File: src/design/spmv_pkg.sv
`timescale 1ns / 1ps
// ---------------------------------------------------------------------------
// spmv_pkg: shared types and constants for the CSR sparse matrix-vector unit
// Holds action codes, field widths, the vector store geometry and the
// pipeline stage structs passed between the datapath modules.
// ---------------------------------------------------------------------------
package spmv_pkg;

  localparam int VEC_DEPTH = 1024;
  localparam int VEC_AW    = $clog2(VEC_DEPTH);
  localparam int IDX_W     = 10;
  localparam int VAL_W     = 32;
  localparam int ACC_W     = 64;
  localparam int ROW_W     = 16;
  localparam int FRAC_W    = 16;

  localparam logic [1:0] ACT_LOAD  = 2'd0;
  localparam logic [1:0] ACT_MAC   = 2'd1;
  localparam logic [1:0] ACT_CLOSE = 2'd2;

  // Item after the store read has been issued
  typedef struct packed {
    logic                    vld;
    logic [1:0]              act;
    logic                    in_rng;
    logic signed [VAL_W-1:0] value;
  } s1_t;

  // Item after the multiply
  typedef struct packed {
    logic                    vld;
    logic [1:0]              act;
    logic signed [ACC_W-1:0] prod;
  } s2_t;

endpackage

File: src/design/spmv_mul.sv
`timescale 1ns / 1ps
// ---------------------------------------------------------------------------
// spmv_mul: product stage
// Multiplies the nonzero value by the stored vector element and registers
// the exact Q32.32 product together with the item's control bits.
// ---------------------------------------------------------------------------
module spmv_mul (
  input  logic                               clk,
  input  logic                               rst_n,
  input  logic                               adv,
  input  spmv_pkg::s1_t                      s1,
  input  logic signed [spmv_pkg::VAL_W-1:0]  xdata,
  output spmv_pkg::s2_t                      s2
);

  spmv_pkg::s2_t                      s2_r;
  spmv_pkg::s2_t                      s2_nxt;
  logic signed [spmv_pkg::VAL_W-1:0]  xv;
  logic signed [spmv_pkg::ACC_W-1:0]  prod;

  // a column beyond the store contributes zero
  assign xv   = s1.in_rng ? xdata : '0;
  assign prod = spmv_pkg::ACC_W'(s1.value) * spmv_pkg::ACC_W'(xv);

  always_comb begin
    s2_nxt      = s2_r;
    if (adv) begin
      s2_nxt.vld  = s1.vld;
      s2_nxt.act  = s1.act;
      s2_nxt.prod = prod;
    end
  end

  always_ff @(posedge clk) begin
    if (!rst_n) begin
      s2_r.vld <= 1'b0;
      s2_r.act <= spmv_pkg::ACT_LOAD;
    end else begin
      s2_r.vld <= s2_nxt.vld;
      s2_r.act <= s2_nxt.act;
    end
    s2_r.prod <= s2_nxt.prod;
  end

  assign s2 = s2_r;

endmodule

File: config.mk
export PLATFORM = sky130hd
export DESIGN_NAME = spmv_mul
export DESIGN_NICKNAME = d
export VERILOG_FILES = /design/src/design/spmv_pkg.sv /design/src/design/spmv_mul.sv
export SDC_FILE = /design/constraint.sdc
export NUM_CORES = 2
export LEC_CHECK = 0
export BUFFER_PORTS_ARGS = -buffer_cell sky130_fd_sc_hd__buf_2
export CAP_MARGIN = 10
export CORE_ASPECT_RATIO = 0.7
export CORE_UTILIZATION = 57
export DETAILED_ROUTE_END_ITERATION = 7
export PLACE_DENSITY = 0.74
export SLEW_MARGIN = 0
export SYNTH_ARGS = -nofsm -noshare
export SYNTH_HDL_FRONTEND = slang
export SYNTH_SLANG_ARGS = --single-unit
export TNS_END_PERCENT = 1
File: constraint.sdc
create_clock -name clk -period 18.45 [get_ports clk]
set_input_delay 0.9225 -clock clk [delete_from_list [all_inputs] [get_ports clk]]
set_output_delay 0.9225 -clock clk [all_outputs]
set_load 0.02 [all_outputs]
# [Yosys cells after proc, flatten, opt, wreduce, memory -nomap -nowiden]
# Cells that the tools add are included.
[totals] wordCells=5 ff_bits=67
[classes] n_mux=1 n_mul=1
[ops] op="$mul 32x32->64" n=1
[ops] op="$mux 32" n=1

# [Logic depth before layout (Yosys ltp)]
[depth] word_depth=2 depth_mapped=32 depth_no_buf=27

# [Worst setup path before layout]
# Ideal clock, no wire load.
[synth_path] path_type="input port to flip-flop" from="in s1[32] (netlist bit)" to="reg s2_r, in the netlist s2[63], data pin" required_time_ns=18.190 path_stages=29 arrival_ns=8.744 path_slack_ns=9.446 path_buffers=4 path_cell_list="clkbuf_1 -> clkbuf_1 -> and2_1 -> clkbuf_1 -> nand2_1 -> inv_1 -> fa_1 -> fa_1 -> fa_1 -> fa_1 -> inv_1 -> fa_1 -> inv_1 -> fa_1 -> inv_1 -> fa_1 -> inv_1 -> fa_1 -> ha_1 -> clkbuf_1 -> a21oi_1 -> o21ai_0 -> o31ai_1 -> a31oi_1 -> a21oi_1 -> a21bo_2 -> a211o_1 -> a21oi_1 -> xnor2_1"
[synth_between] elab_chain_cells=2
[synth_rtl] element="start: declaration" line="spmv_mul.sv:11" text="input spmv_pkg::s1_t s1,"
[synth_rtl] element="$mux 32" line="spmv_mul.sv:22" text="assign xv = s1.in_rng ? xdata : '0;"
[synth_rtl] element="$mul 32x32->64" line="spmv_mul.sv:23" text="assign prod = spmv_pkg::ACC_W'(s1.value) * spmv_pkg::ACC_W'(xv);"
[synth_rtl] element="via prod, one bit" line="spmv_mul.sv:19" text="logic signed [spmv_pkg::ACC_W-1:0] prod;"
[synth_rtl] element="end: declaration" line="spmv_mul.sv:16" text="spmv_pkg::s2_t s2_r;"
# The timed path passes the listed nets, and every way through them passes these cells.
# A chain may end at the register's enable or synchronous reset.

# [Final worst setup path]
[layout_path] from="in s1[32] (netlist bit)" to="reg s2_r, in the netlist s2[55], data pin"
# Same word-level chain as after synthesis.

==> impl_metrics.env <==
export IMPL_final_design_area_no_fill_um2=40000
export IMPL_grt_pass1_wl_um=182000
export IMPL_tns_ns=0
export IMPL_fp_coreArea_um2=66700
export IMPL_syn_to_final_growth_pct=3.62
export IMPL_clockRootBuffer="clkbuf_16"
export IMPL_synth_area_leaders="fa_1 (56%), inv_1 (9.3%), and3_1 (8.4%), ha_1 (6.0%), edfxtp_1 (5.0%)"
export IMPL_clkTransAtPathRegs_ns=0.07
export IMPL_ios=138
export IMPL_initial_core_util=0.578
export IMPL_cts_hold_buffers=0
export IMPL_start_kind="input port"
export IMPL_clk_latency_ns=0.36
export IMPL_drive_gt1_frac=0.0534
export IMPL_end_kind="flop"
export IMPL_ys_ff_latch=67
export IMPL_routed_wl_um=115000
export IMPL_grt_overflow=0
export IMPL_n_fill_cell=5603
export IMPL_antenna_found_initial=4
export IMPL_worst_r2r_startpoint="s2[65]$_SDFFE_PN0P_"
export IMPL_grt_max_degree=127
export IMPL_avgRoutedWirePerCell_um=23.6
export IMPL_finalHoldViolations=0
export IMPL_hold_path_depth=2
export IMPL_clock_skew_ns=0
export IMPL_min_delay_start="s2[66]$_SDFFE_PN0P_"
export IMPL_grt_setup_unrepaired="no"
export IMPL_r2r_end="s2[65]$_SDFFE_PN0P_"
export IMPL_grt_pass1_vias=31000
export IMPL_post_route_util=0.599
export IMPL_num_vias=29000
export IMPL_yosys_area_top_type="fa_1"
export IMPL_drc_errors=0
export IMPL_h_tree_depth=3
export IMPL_dpl_cell_area_um2=39600
export IMPL_syn_area_per_cell_um2=9.56
export IMPL_synthArstFlopShare=0
export IMPL_clockBufferDepth=2
export IMPL_yosysWarningCount=0
export IMPL_hold_end="s2[66]$_SDFFE_PN0P_"
export IMPL_cts_setup_buffers=0
export IMPL_rr_worst_depth=2
export IMPL_synth_edff_count=64
export IMPL_synth_ff_type="edfxtp_1"
export IMPL_nNetsFinal=5287
export IMPL_io_buffer_count=137
export IMPL_clock_sinks=67
export IMPL_worstMarginPinSlew_ns=1.11
export IMPL_cts_made_buffers=9
export IMPL_via_per_inst=5.97
export IMPL_critPathArrivalTime_ns=10.49
export IMPL_setup_viol=0
export IMPL_max_cap_violations=0
export IMPL_synthCells=4036
export IMPL_ant_nets=0
export IMPL_drtPass1Iterations=6
export IMPL_hp_class="reg -> reg"
export IMPL_largest_reg_flops=67
export IMPL_status="completed"
export IMPL_dr_first_iter_drc_count=3471
export IMPL_period_needed_ns=10.39
export IMPL_ys_seq_area_frac=0.0514
export IMPL_die_w_um=313
export IMPL_hpwl_um=88200
export IMPL_rows=79
export IMPL_finalCritPeriodShare=0.563
export IMPL_synth_cell_types=57
export IMPL_final_common_cell="fa_1"
export IMPL_slew_viol_final=0
export IMPL_most_common_layout_cells="fa_1 (1,082), inv_1 (960), and3_1 (518)"
export IMPL_grtUsageTotal=0.352
export IMPL_synth_fp_nets=5373
export IMPL_die_y_um=220
export IMPL_die_area_um2=68700
export IMPL_critical_path_required_ns=18.55
export IMPL_syn_area_um2=38600
export IMPL_max_freq_mhz=96.2
export IMPL_max_slew_margin=0.259
export IMPL_cts_tree="yes"
export IMPL_path_max_fanout=126
export IMPL_cts_resized=0
export IMPL_critPathKind="in -> reg"
export IMPL_synth_top_cell_area_share=0.561
export IMPL_ff2ff_setup_slack_ns=17.84
export IMPL_place_gp_congestion=1.01
routing by layer:
layer	routed length, um	vias up	track usage	part of all wire
met5	47	-	0	0.00041
met4	2810	6	0.0797	0.025
met3	18300	215	0.139	0.16
met2	47400	2063	0.498	0.41
met1	46000	14800	0.510	0.40
li1	-	11900	-	-
cells by family after synthesis:
group / share of synthesized area
adder cells (fa/ha/maj): 0.621
buffers and inverters: 0.120
AND/OR/NAND/NOR: 0.157
AO/OA/AOI/OAI: 0.0339
XOR/XNOR: 0.0154
flip-flops: 0.0514
multiplexers: 0.00104
area by class of cell:
cell class	instances	area, um2	area share
Sequential cell	67	1980	0.0496
Tap cell	891	1110	0.0279
Timing Repair Buffer	174	973	0.0244
Clock buffer	9	225	0.00563
Multi-Input combinational cell	2738	32000	0.800
Antenna cell	14	35.0	0.000876
Inverter	960	3600	0.0901
Clock inverter	7	78.8	0.00197
critical path, cell delays in order:
cell and delay, ns:
buf_8 0.42, buf_4 0.62, and2_1 0.21, buf_4 0.36, nand2_1 0.17, inv_1 0.16
fa_1 0.46, fa_1 0.49, fa_1 0.80, fa_1 1.06, inv_1 0.43, fa_1 0.59
inv_1 0.06, fa_1 0.55, inv_1 0.05, fa_1 0.47, inv_1 0.05, fa_1 0.45
ha_1 0.38, a21oi_1 0.24, o21ai_0 0.15, o31ai_1 0.26, a31oi_1 0.08, a21oi_1 0.17
a21bo_2 0.27, a21oi_1 0.30, o21bai_1 0.13, xor2_1 0.15
synthesized netlist by cell type (6+ instances only):
master    number
fa_1        1082
nor2b_1        8
clkbuf_1     259
o31ai_1        6
and3_1       518
o21bai_1       9
nor2_1        62
nand2_1      504
o21a_1        10
o211ai_1       8
xnor2_1       47
a21oi_1       62
nand3_1       38
buf_2          6
nand4_1       14
a21o_1        31
ha_1         184
nor3_1         8
o21ai_0       25
and2_1        28
a31oi_1        8
edfxtp_1      64
inv_1        960
xor2_1        21
o21ai_1        8
or2_2          9
worst max path at each step:
stage               startpoint  depth (start not counted)  slack [ns]               end
floorplan               s1[32]                         29        9.45  s2[63]$_DFFE_PP_
global placement        s1[32]                         28        8.12  s2[55]$_DFFE_PP_
detailed placement      s1[32]                         28        7.80  s2[55]$_DFFE_PP_
CTS                     s1[32]                         28        8.18  s2[55]$_DFFE_PP_
global route            s1[32]                         28        7.52  s2[55]$_DFFE_PP_
finish                  s1[32]                         28        8.06  s2[55]$_DFFE_PP_
through the flow:
step | std cells | setup slack, ns | hold slack, ns
6_report | 4860 | 8.06 | 0.518
3_5_place_dp | 4830 | 7.80 | 0.506
5_1_grt | 4846 | 7.52 | 0.547
4_1_cts | 4846 | 8.18 | 0.524
3_3_place_gp | 4830 | 8.12 | 0.492
2_1_floorplan | 4036 | 9.45 | 0.589
Power is not shown: default switching activity piles up to over one toggle a cycle in this logic, so the estimate is an artifact.
