`src/design/spmv_pkg.sv`:
```
`timescale 1ns / 1ps
// ---------------------------------------------------------------------------
// spmv_pkg: shared types and constants for the CSR sparse matrix-vector unit
// Holds action codes, field widths, the vector store geometry and the
// pipeline stage structs passed between the datapath modules.
// ---------------------------------------------------------------------------
package spmv_pkg;

  localparam int VEC_DEPTH = 1024;
  localparam int VEC_AW    = $clog2(VEC_DEPTH);
  localparam int IDX_W     = 10;
  localparam int VAL_W     = 32;
  localparam int ACC_W     = 64;
  localparam int ROW_W     = 16;
  localparam int FRAC_W    = 16;

  localparam logic [1:0] ACT_LOAD  = 2'd0;
  localparam logic [1:0] ACT_MAC   = 2'd1;
  localparam logic [1:0] ACT_CLOSE = 2'd2;

  // Item after the store read has been issued
  typedef struct packed {
    logic                    vld;
    logic [1:0]              act;
    logic                    in_rng;
    logic signed [VAL_W-1:0] value;
  } s1_t;

  // Item after the multiply
  typedef struct packed {
    logic                    vld;
    logic [1:0]              act;
    logic signed [ACC_W-1:0] prod;
  } s2_t;

endpackage

```
`src/design/spmv_acc.sv`:
```
`timescale 1ns / 1ps
// ---------------------------------------------------------------------------
// spmv_acc: row accumulator and result register
// Adds products into a saturating 64-bit row sum; a close-row item converts
// the sum to Q16.16, loads the result register, clears the sum and bumps the row counter.
// ---------------------------------------------------------------------------
module spmv_acc (
  input  logic                               clk,
  input  logic                               rst_n,
  input  spmv_pkg::s2_t                      s2,
  output logic                               adv,
  output logic                               out_valid,
  input  logic                               out_ready,
  output logic [spmv_pkg::ROW_W-1:0]         out_row_number,
  output logic signed [spmv_pkg::VAL_W-1:0]  out_row_value,
  output logic                               out_overflow
);

  localparam int Q_W = spmv_pkg::ACC_W - spmv_pkg::FRAC_W;

  logic signed [spmv_pkg::ACC_W-1:0] acc_r, acc_nxt;
  logic                              sat_r, sat_nxt;
  logic [spmv_pkg::ROW_W-1:0]        row_r, row_nxt;
  logic                              vld_r, vld_nxt;
  logic [spmv_pkg::ROW_W-1:0]        orow_r, orow_nxt;
  logic signed [spmv_pkg::VAL_W-1:0] oval_r, oval_nxt;
  logic                              oovf_r, oovf_nxt;

  logic signed [spmv_pkg::ACC_W-1:0] sum;
  logic                              add_ovf;
  logic signed [Q_W-1:0]             q;
  logic                              q_ovf;
  logic signed [spmv_pkg::VAL_W-1:0] q_sat;
  logic                              is_close;

  assign is_close = s2.vld && (s2.act == spmv_pkg::ACT_CLOSE);
  // hold everything while a close waits on a full result register
  assign adv      = !(is_close && vld_r && !out_ready);

  assign sum     = acc_r + s2.prod;
  assign add_ovf = (acc_r[spmv_pkg::ACC_W-1] == s2.prod[spmv_pkg::ACC_W-1]) &&
                   (sum[spmv_pkg::ACC_W-1] != acc_r[spmv_pkg::ACC_W-1]);

  // arithmetic shift right by the fraction width is a floor division
  assign q     = acc_r[spmv_pkg::ACC_W-1:spmv_pkg::FRAC_W];
  assign q_ovf = !((&q[Q_W-1:spmv_pkg::VAL_W-1]) || !(|q[Q_W-1:spmv_pkg::VAL_W-1]));
  assign q_sat = q_ovf ? (q[Q_W-1] ? {1'b1, {(spmv_pkg::VAL_W-1){1'b0}}}
                                   : {1'b0, {(spmv_pkg::VAL_W-1){1'b1}}})
                       : q[spmv_pkg::VAL_W-1:0];

  always_comb begin
    acc_nxt  = acc_r;
    sat_nxt  = sat_r;
    row_nxt  = row_r;
    vld_nxt  = vld_r && !out_ready;
    orow_nxt = orow_r;
    oval_nxt = oval_r;
    oovf_nxt = oovf_r;
    if (adv && s2.vld) begin
      unique case (s2.act)
        spmv_pkg::ACT_MAC: begin
          if (add_ovf) begin
            acc_nxt = acc_r[spmv_pkg::ACC_W-1] ? {1'b1, {(spmv_pkg::ACC_W-1){1'b0}}}
                                               : {1'b0, {(spmv_pkg::ACC_W-1){1'b1}}};
            sat_nxt = 1'b1;
          end else begin
            acc_nxt = sum;
          end
        end
        spmv_pkg::ACT_CLOSE: begin
          vld_nxt  = 1'b1;
          orow_nxt = row_r;
          oval_nxt = q_sat;
          oovf_nxt = sat_r || q_ovf;
          acc_nxt  = '0;
          sat_nxt  = 1'b0;
          row_nxt  = row_r + 1'b1;
        end
        default: begin
          // loads and unused codes leave the row state alone
        end
      endcase
    end
  end

  always_ff @(posedge clk) begin
    if (!rst_n) begin
      acc_r <= '0;
      sat_r <= 1'b0;
      row_r <= '0;
      vld_r <= 1'b0;
    end else begin
      acc_r <= acc_nxt;
      sat_r <= sat_nxt;
      row_r <= row_nxt;
      vld_r <= vld_nxt;
    end
    orow_r <= orow_nxt;
    oval_r <= oval_nxt;
    oovf_r <= oovf_nxt;
  end

  assign out_valid      = vld_r;
  assign out_row_number = orow_r;
  assign out_row_value  = oval_r;
  assign out_overflow   = oovf_r;

endmodule

```
`config.mk`:
```
export PLATFORM = sky130hd
export DESIGN_NAME = spmv_acc
export DESIGN_NICKNAME = d
export VERILOG_FILES = /design/src/design/spmv_pkg.sv /design/src/design/spmv_acc.sv
export SDC_FILE = /design/constraint.sdc
export NUM_CORES = 1
export LEC_CHECK = 0
export ABC_AREA = 1
export ABC_CLOCK_PERIOD_IN_PS = 3500
export BUFFER_PORTS_ARGS = -buffer_cell sky130_fd_sc_hd__buf_2
export CORE_MARGIN = 4
export CORE_UTILIZATION = 25
export CTS_CLUSTER_DIAMETER = 120
export DETAILED_ROUTE_END_ITERATION = 8
export GPL_TIMING_DRIVEN = 0
export SETUP_SLACK_MARGIN = 0.02
export SYNTH_ARGS = -nofsm -noshare
export SYNTH_HDL_FRONTEND = slang
export SYNTH_SLANG_ARGS = --single-unit
```
`constraint.sdc`:
```
create_clock -name clk -period 3.5 [get_ports clk]
set_input_delay 0.7 -clock clk [delete_from_list [all_inputs] [get_ports clk]]
set_output_delay 0.7 -clock clk [all_outputs]
set_load 0.02 [all_outputs]
```
Yosys cells after proc, flatten, opt, wreduce, memory -nomap -nowiden. Cells that the tools add are included.

Register bits after elaboration: 131. Output and inout port bits: 51. Logic and storage cells: 41.

Add/sub/neg operators: 2. Equal/unequal tests: 5. Reductions and logical operators: 18. Mux-type cells: 9.

Operators with widths (number): 64-bit two-way mux (2); 64-bit one-hot mux with 2 select lines (1); 64-bit adder (1); 32-bit two-way mux (2); 17-bit AND reduction (1); 17-bit OR reduction (1); 16-bit by 1-bit adder with 16-bit output, second input constant (1); 1-bit logical AND (6); 1-bit logical NOT (4); 2-bit AND reduction (2); 1-bit two-way mux (3); 3-bit AND reduction (1); 2-bit by 1-bit equality test with 1-bit output, second input constant (1); 2-bit equality test, second input constant (1); 1-bit logical OR (2); 2-bit != test, second input constant (1); 1-bit one-hot mux with 2 select lines (1); 2-bit nonzero test (1); 1-bit equality test (1); 1-bit != test (1).

Longest topological paths before layout. Gate-level depths: netlist (run 1).

Depth after elaboration: 7. Mapped depth: 19. Depth with buffers taken out: 19.

Worst setup path before layout (run 1). OpenSTA, ideal clock, no wires.

Path type: in2reg. From: input s2[64] (netlist bit). To: register row_r[14] (netlist bit). Arrival time: 3.199 ns. Buffers on the path: 0. Setup slack: 0.186 ns. Library setup time: 0.116 ns. Stages on the path: 15. Cells stage by stage: inv_1 ha_1 nand2_1 clkinv_1 nand2_1 inv_1 nand3_1 nor2_1 nand2_1 inv_2 nand3_1 nor3_1 nand3_1 nand2_1 a21oi_1.

Cells in the longest elaborated chain, start to end: 7.

Ends and longest elaborated chain: start: declaration (line spmv_acc.sv:10) `input spmv_pkg::s2_t s2,`; 2-bit equality test * (line spmv_acc.sv:36, spmv_acc.sv:60); 1-bit logical AND (line spmv_acc.sv:36) `assign is_close = s2.vld && (s2.act == spmv_pkg::ACT_CLOSE);`; 1-bit logical AND (2 in series) (line spmv_acc.sv:38) `assign adv = !(is_close && vld_r && !out_ready);`; 1-bit logical NOT (line spmv_acc.sv:38); 1-bit logical AND (line spmv_acc.sv:59) `if (adv && s2.vld) begin`; 2-bit AND reduction (no line) *; end signal: assignment (line spmv_acc.sv:95) `row_r <= row_nxt;`; end: declaration (line spmv_acc.sv:23) `logic [spmv_pkg::ROW_W-1:0] row_r, row_nxt;`.

Every way passes the cells marked *; elsewhere a longest branch is shown, timed or not. A chain may end at the register's enable or synchronous reset.

Worst setup path in the final report (run 1).
From: input s2[0] (netlist bit). To: register acc_r[60] (netlist bit).

Cells in the longest elaborated chain, start to end: 5.

Ends and longest elaborated chain: 64-bit adder * (line spmv_acc.sv:40) `assign sum = acc_r + s2.prod;`; 1-bit != test (line spmv_acc.sv:42) `(sum[spmv_pkg::ACC_W-1] != acc_r[spmv_pkg::ACC_W-1]);`; 1-bit logical AND (line spmv_acc.sv:41) `assign add_ovf = (acc_r[spmv_pkg::ACC_W-1] == s2.prod[spmv_pkg::ACC_W-1]) &&`; 64-bit two-way mux * (line spmv_acc.sv:62) `if (add_ovf) begin`; 64-bit one-hot mux with 2 select lines * (line spmv_acc.sv:60) `unique case (s2.act)`; end signal: assignment (line spmv_acc.sv:93) `acc_r <= acc_nxt;`; end: declaration (line spmv_acc.sv:21) `logic signed [spmv_pkg::ACC_W-1:0] acc_r, acc_nxt;`.

Marks and branches as above.

==> impl_metrics.env, run 1 <==
export IMPL_worst_ep_arrival_time_ns=3.48
export IMPL_fin_setup_tns_ns=0
export IMPL_crit_required_ns=3.80
export IMPL_drtAntennaViolNets=0
export IMPL_die_y_um=223
export IMPL_worstMarginPinSlew_ns=0.910
export IMPL_wl_per_cell_um=15.0
export IMPL_cp_start_kind="primary input"
export IMPL_antenna_cells=0
export IMPL_syn_instance_count=1802
export IMPL_clock_skew_ns=0.0138
export IMPL_drive_gt1_share_pct=19.0
export IMPL_p_per_area_mw_per_mm2=392
export IMPL_timing_critical_path_mode_cell="nand2_1"
export IMPL_start_util_pct=25.4
export IMPL_post_cts_buffers=0
export IMPL_drt_total_wl_mm=38.3
export IMPL_synth_area_mm2=0.0116
export IMPL_synth_top_area_cell="nand2_1"
export IMPL_gr_total_overflow=0
export IMPL_die_x_um=223
export IMPL_hp_class="reg -> reg"
export IMPL_syn_nets=1939
export IMPL_routed_via_density=4.39
export IMPL_relSlewSlack_pct=39.4
export IMPL_vias=11200
export IMPL_rsz0062_at_grt="no"
export IMPL_slowest_stage="fa_1"
export IMPL_nNetsFinal=2079
export IMPL_finalCriticalPeriod_ns=3.18
export IMPL_maxCapViolCount=0
export IMPL_final_hold_violation_count=0
export IMPL_io_buffer_count=120
export IMPL_cts_root_buf="clkbuf_16"
export IMPL_whs_ns=0.443
export IMPL_path_cells="buf_2 -> ha_1 -> inv_1 -> fa_1 -> inv_1 -> nand3_1 -> nand3_1 -> nand2_1 -> nand2_1 -> nand2_1 -> nand2_1 -> nand2_1 -> nand2_1 -> nand2_1 -> nand2_1 -> nand2_1 -> nand2_1 -> nand2_4 -> nand2_2 -> a21oi_2"
export IMPL_clkSinkCount=131
export IMPL_outcome="finished, final reports clean"
export IMPL_dp_final_hpwl_mm=32.2
export IMPL_finish_instance_area_mm2=0.0135
export IMPL_leakage_nw=6.68
export IMPL_insertion_delay_ns=0.44
export IMPL_cts_tree="built"
export IMPL_cts_buffer_depth=2
export IMPL_finalNonFillerCells=2555
export IMPL_path_class="in -> reg"
export IMPL_slew_violations=0
export IMPL_ctsResizeCount=0
export IMPL_grt_start_max_net_pins=28
export IMPL_core_area_mm2=0.0456
export IMPL_std_cell_rows=78
export IMPL_syn2layout_area_growth_pct=16.8
export IMPL_postCtsHoldBufs=0
export IMPL_place_ws_ns=-0.0539
export IMPL_numCtsBuffers=17
export IMPL_yosys_warnings=0
export IMPL_place_area_mm2=0.0130
export IMPL_io_pin_count=121
export IMPL_first_pass_iters=6
export IMPL_antenna_found_initial=2
export IMPL_fmax_mhz=315
export IMPL_grt_pass1_wl_mm=59.8
export IMPL_grt_use_total_pct=15.2
export IMPL_dp_cells=2523
export IMPL_htreeDepth=4
export IMPL_slowest_delay_ns=0.41
export IMPL_yosysTopAreaCellShare_pct=23.1
export IMPL_drc=0
export IMPL_path_max_fanout=5
export IMPL_n_fill_cell=5070
export IMPL_clk_pin_slew_ns=0.07
export IMPL_die_area_mm2=0.0499
export IMPL_fin_crit_sh_pct=90.8
export IMPL_setup_viol=0
export IMPL_fin_ws_ns=0.322
export IMPL_gp_congestion=0.979
export IMPL_syn_area_per_cell_um2=6.43
export IMPL_grt_pass1_vias=10700
export IMPL_synth_area_leaders="nand2_1 (23%), dfxtp_1 (14%), edfxtp_1 (13%), inv_1 (8.4%), ha_1 (7.1%)"
export IMPL_ys_seq_area_share_pct=26.9
export IMPL_post_synth_num_cell_types=44
export IMPL_crit_path_end_kind="flip-flop"
export IMPL_ir_drop_mv=0.329
export IMPL_initialDrtViolationCount=918
export IMPL_ys_seq_elements=131
cells by family after synthesis:
group / after synthesis / synth area share (%)
and+or+nand+nor: 1081 / 42.1
DFF: 131 / 26.9
buffers and inverters: 314 / 11.2
adders and majority gates: 67 / 7.30
AOI/OAI and AO/OA: 177 / 10.1
xor gates and xnor gates: 32 / 2.42
per-layer routing:
layer / track usage [%] / vias to the layer above / share of wire, %
li1: - / 5873 / -
met2: 24.8 / 285 / 45
met1: 20.9 / 5026 / 47
met5: 0 / - / 0.068
met4: 4.02 / 4 / 2.0
met3: 2.39 / 40 / 5.3
worst max-delay path: cells and delay by family:
| family | cells | cell delay, ns |
|---|---|---|
| fa+ha+maj | 2 | 0.69 |
| simple gates | 14 | 1.74 |
| compound gates | 1 | 0.04 |
| buf+inv | 3 | 0.32 |
cells in the mapped netlist, drive strengths merged:
cell type / instances
a31oi: 2
o21a: 1
inv: 275
and3: 2
nand4: 14
nand3: 53
buf: 12
xor2: 2
nor2: 133
o21ai: 21
ha: 66
a21oi: 137
nor4: 13
or2: 4
nand3b: 20
a41oi: 1
nor3b: 2
clkbuf: 22
a21o: 1
o211ai: 1
o21bai: 13
nor3: 13
nand2: 827
edfxtp: 49
fa: 1
clkinv: 5
dfxtp: 82
xnor2: 30
cells in the final DEF (no fill, tap or decap), types with 2 or more instances in the layout:
master	n
buf_2	120
nor3_1	11
dfxtp_1	82
clkinv_1	4
inv_2	15
or2_2	4
nor2_2	6
xnor2_1	30
a21oi_2	61
nand3_1	51
ha_1	66
buf_6	6
a31oi_1	2
o21bai_1	13
buf_12	5
nand2_1	714
nor3b_1	2
buf_4	2
nor4_1	13
inv_6	4
xor2_1	2
a21oi_1	75
nand3b_1	20
clkbuf_1	23
nor2_1	125
edfxtp_1	49
nor2_4	2
nand4_1	14
clkbuf_16	17
clkinv_4	2
clkinvlp_4	4
nand2_2	68
nand2_4	45
and3_1	2
inv_8	3
inv_1	259
o21ai_0	20
stage by stage:
step | util [%] | total power, mW
floorplan | - | 3.09
global placement | 28.4 | 3.54
detailed placement | 28.4 | 3.56
CTS | 29.7 | 5.35
global route | 29.7 | 5.63
finish | 29.7 | 5.31
layout make-up:
| cell class | instances | area [um2] | share of cell area (%) |
|---|---|---|---|
| Clock inverter | 14 | 144 | 1.06 |
| Clock buffer | 18 | 429 | 3.17 |
| Inverter | 280 | 1060 | 7.81 |
| Timing Repair Buffer | 121 | 621 | 4.58 |
| Multi-Input combinational cell | 1357 | 7180 | 53.0 |
| Sequential cell | 131 | 3110 | 23.0 |
| Tap cell | 600 | 751 | 5.55 |
| Buffer | 34 | 245 | 1.81 |
final timing paths:
kind         slack, ns                      endpoint  cells past startpoint                    from
max               0.32        acc_r[60]$_SDFFE_PN0P_                     20                   s2[0]
min               0.44  out_row_number[15]$_DFFE_PP_                      0  row_r[15]$_SDFFE_PN0P_
max reg2reg       0.35        acc_r[60]$_SDFFE_PN0P_                     19   acc_r[0]$_SDFFE_PN0P_
min reg2reg       0.44  out_row_number[15]$_DFFE_PP_                      0  row_r[15]$_SDFFE_PN0P_
where the power goes:
part	internal, mW	switching (mW)	leakage [nW]
clock	0.999	0.779	0.270
combinational	0.610	1.15	5.31
sequential	1.71	0.0644	1.11
total	3.32	1.99	6.68
sequential cells by signal, summed over array words and instances (netlist names):
signal and count:
acc_r 64, out_overflow 1, out_row_number 16, out_row_value 32
out_valid 1, row_r 16, sat_r 1
Note: power is estimated with default switching activity, not from simulation.
==> run 2: changes to the inputs <==
--- a/config.mk
+++ b/config.mk
@@ -14,4 +14,5 @@
 export DETAILED_ROUTE_END_ITERATION = 8
 export GPL_TIMING_DRIVEN = 0
+export PLACE_DENSITY = 0.44
 export SETUP_SLACK_MARGIN = 0.02
 export SYNTH_ARGS = -nofsm -noshare
==> constraint.sdc (replaced) <==
create_clock -name clk -period 3.5 [get_ports clk]
set_input_delay 0.175 -clock clk [delete_from_list [all_inputs] [get_ports clk]]
set_output_delay 0.175 -clock clk [all_outputs]
set_load 0.02 [all_outputs]
==> run 2 against run 1 <==
  * Clock-buffer cell count is 1 higher
  * Combinational power hardly changed
  * Critical path depth is 1 lower
  * Via count is 1.1% lower
  * Clock skew is 0.0010 ns higher
  * First-iteration DRC count is 26% lower
  * Clock power is 2% lower
  * Non-clock buffer count is 2 higher
  * Sequential share of layout area hardly changed
  * Sequential power hardly changed
  * Global-route usage is 0.71 points higher
==> impl_metrics.env, run 2 (synthesis results as in run 1) <==
export IMPL_slowest_stage="fa_1"
export IMPL_fmax_mhz=311
export IMPL_grt_pass1_wl_mm=61.3
export IMPL_n_fill_cell=5145
export IMPL_place_ws_ns=0.335
export IMPL_fin_util_pct=29.7
export IMPL_slowest_delay_ns=0.41
export IMPL_grt_pass1_vias=10900
export IMPL_whs_ns=0.0500
export IMPL_leakage_nw=6.69
export IMPL_syn2layout_area_growth_pct=16.8
export IMPL_worst_ep_arrival_time_ns=3.55
export IMPL_finalCriticalPeriod_ns=3.22
export IMPL_largest_register="acc_r"
export IMPL_routed_via_density=4.34
export IMPL_slew_violations=0
export IMPL_nNetsFinal=2081
export IMPL_hp_class="in -> reg"
export IMPL_worst_path_stages=19
export IMPL_final_cell_mix="nand2_1 (714), inv_1 (259), nor2_1 (125)"
export IMPL_cts_buffer_depth=2
export IMPL_clkSinkCount=131
export IMPL_ir_drop_mv=0.367
export IMPL_clk_pin_slew_ns=0.07
export IMPL_worstMarginPinSlew_ns=1.00
export IMPL_drt_total_wl_mm=39.4
export IMPL_p_per_area_mw_per_mm2=390
export IMPL_path_cells="ha_1 -> inv_1 -> fa_1 -> inv_1 -> nand3_1 -> nand3_1 -> nand2_1 -> nand2_1 -> nand2_1 -> nand2_1 -> nand2_1 -> nand2_1 -> nand2_1 -> nand2_1 -> nand2_1 -> nand2_1 -> nand2_4 -> nand2_2 -> a21oi_2"
export IMPL_path_delay_family="simple AND/OR/NAND/NOR gates"
export IMPL_die_area_mm2=0.0499
export IMPL_htreeDepth=4
export IMPL_fin_crit_sh_pct=92.0
export IMPL_crit_path_end_kind="flip-flop"
export IMPL_worst_r2r_path_depth=19
export IMPL_first_pass_iters=8
export IMPL_initialDrtViolationCount=681
export IMPL_relSlewSlack_pct=33.3
export IMPL_grt_use_total_pct=15.9
export IMPL_antenna_cells=0
export IMPL_path_class="reg -> reg"
export IMPL_dp_cells=2523
export IMPL_post_cts_buffers=0
export IMPL_outcome="finished, final reports clean"
export IMPL_die_y_um=223
export IMPL_numCtsBuffers=17
export IMPL_wl_per_cell_um=15.4
export IMPL_io_pin_count=121
export IMPL_fin_ws_ns=0.281
export IMPL_final_common_cell="nand2_1"
export IMPL_vias=11100
export IMPL_setup_viol=0
export IMPL_gp_congestion=0.936
export IMPL_cts_root_buf="clkbuf_16"
export IMPL_rsz0062_at_grt="no"
export IMPL_insertion_delay_ns=0.47
export IMPL_maxCapViolCount=0
export IMPL_drtAntennaViolNets=0
export IMPL_antenna_found_initial=0
export IMPL_largest_register_ffs=64
export IMPL_io_buffer_count=120
export IMPL_start_util_pct=25.4
export IMPL_crit_required_ns=3.83
export IMPL_cp_start_kind="flip-flop"
export IMPL_drive_gt1_share_pct=18.9
export IMPL_fin_setup_tns_ns=0
export IMPL_timing_critical_path_mode_cell="nand2_1"
export IMPL_drc=0
export IMPL_path_buf_inv=2
export IMPL_dp_final_hpwl_mm=33.1
export IMPL_core_area_mm2=0.0456
export IMPL_die_x_um=223
export IMPL_path_max_fanout=5
export IMPL_grt_start_max_net_pins=29
export IMPL_cts_tree="built"
export IMPL_finalNonFillerCells=2557
export IMPL_std_cell_rows=78
export IMPL_gr_total_overflow=0
export IMPL_whs_path_depth=3
export IMPL_clock_skew_ns=0.0149
export IMPL_final_hold_violation_count=0
-- run 2: cell count changes in the layout (fill, tap and decap cells not counted), sizes merged --
cell and change:
clkbuf +1, clkinv +2, inv -2, clkinvlp -1, dlygate4sd3 +2
-- run 2: through the flow --
step           instance area [um2]  power (mW)
2_1_floorplan                11600        3.09
3_3_place_gp                 12900        3.59
3_5_place_dp                 13000        3.59
4_1_cts                      13500        5.37
5_1_grt                      13500        5.63
6_report                     13500        5.29
-- run 2: final timing paths --
check / slack (ns) / to / startpoint
hold reg to reg: 0.44 / out_row_number[15]$_DFFE_PP_ / row_r[15]$_SDFFE_PN0P_
setup reg to reg: 0.28 / acc_r[60]$_SDFFE_PN0P_ / acc_r[0]$_SDFFE_PN0P_
hold / removal: 0.05 / row_r[9]$_SDFFE_PN0P_ / rst_n
setup / recovery: 0.28 / acc_r[60]$_SDFFE_PN0P_ / acc_r[0]$_SDFFE_PN0P_
-- run 2: final cells by class --
type | count | area, um2 | area share [%]
Multi-Input combinational cell | 1357 | 7180 | 53.0
Clock inverter | 13 | 125 | 0.924
Clock buffer | 19 | 433 | 3.20
Tap cell | 600 | 751 | 5.54
Timing Repair Buffer | 123 | 641 | 4.73
Buffer | 34 | 245 | 1.81
Inverter | 280 | 1060 | 7.81
Sequential cell | 131 | 3110 | 23.0
-- run 2: metal layers --
| metal | vias to the layer above | global-route usage (%) | part of all wire [%] |
|---|---|---|---|
| met1 | 4945 | 21.6 | 48 |
| met4 | 0 | 5.25 | 2.3 |
| met2 | 227 | 25.6 | 45 |
| met5 | - | 0 | 0 |
| li1 | 5883 | - | - |
| met3 | 45 | 2.61 | 4.3 |
-- run 2: timing repair --
item | CTS | global route
resized for setup | 0 | 0
hold buffers | 2 | 0
endpoints found under the hold margin | 1 | 0
-- run 2: tightest hold or removal path, cell delays in order --
cell and delay, ns:
buf_2 0.16, o21ai_0 0.09, a31oi_1 0.04
-- run 2: power breakdown --
group / total, mW / switching [mW] / internal, mW
registers: 1.77 / 0.0608 / 1.71
logic: 1.78 / 1.17 / 0.612
clock network: 1.74 / 0.751 / 0.984
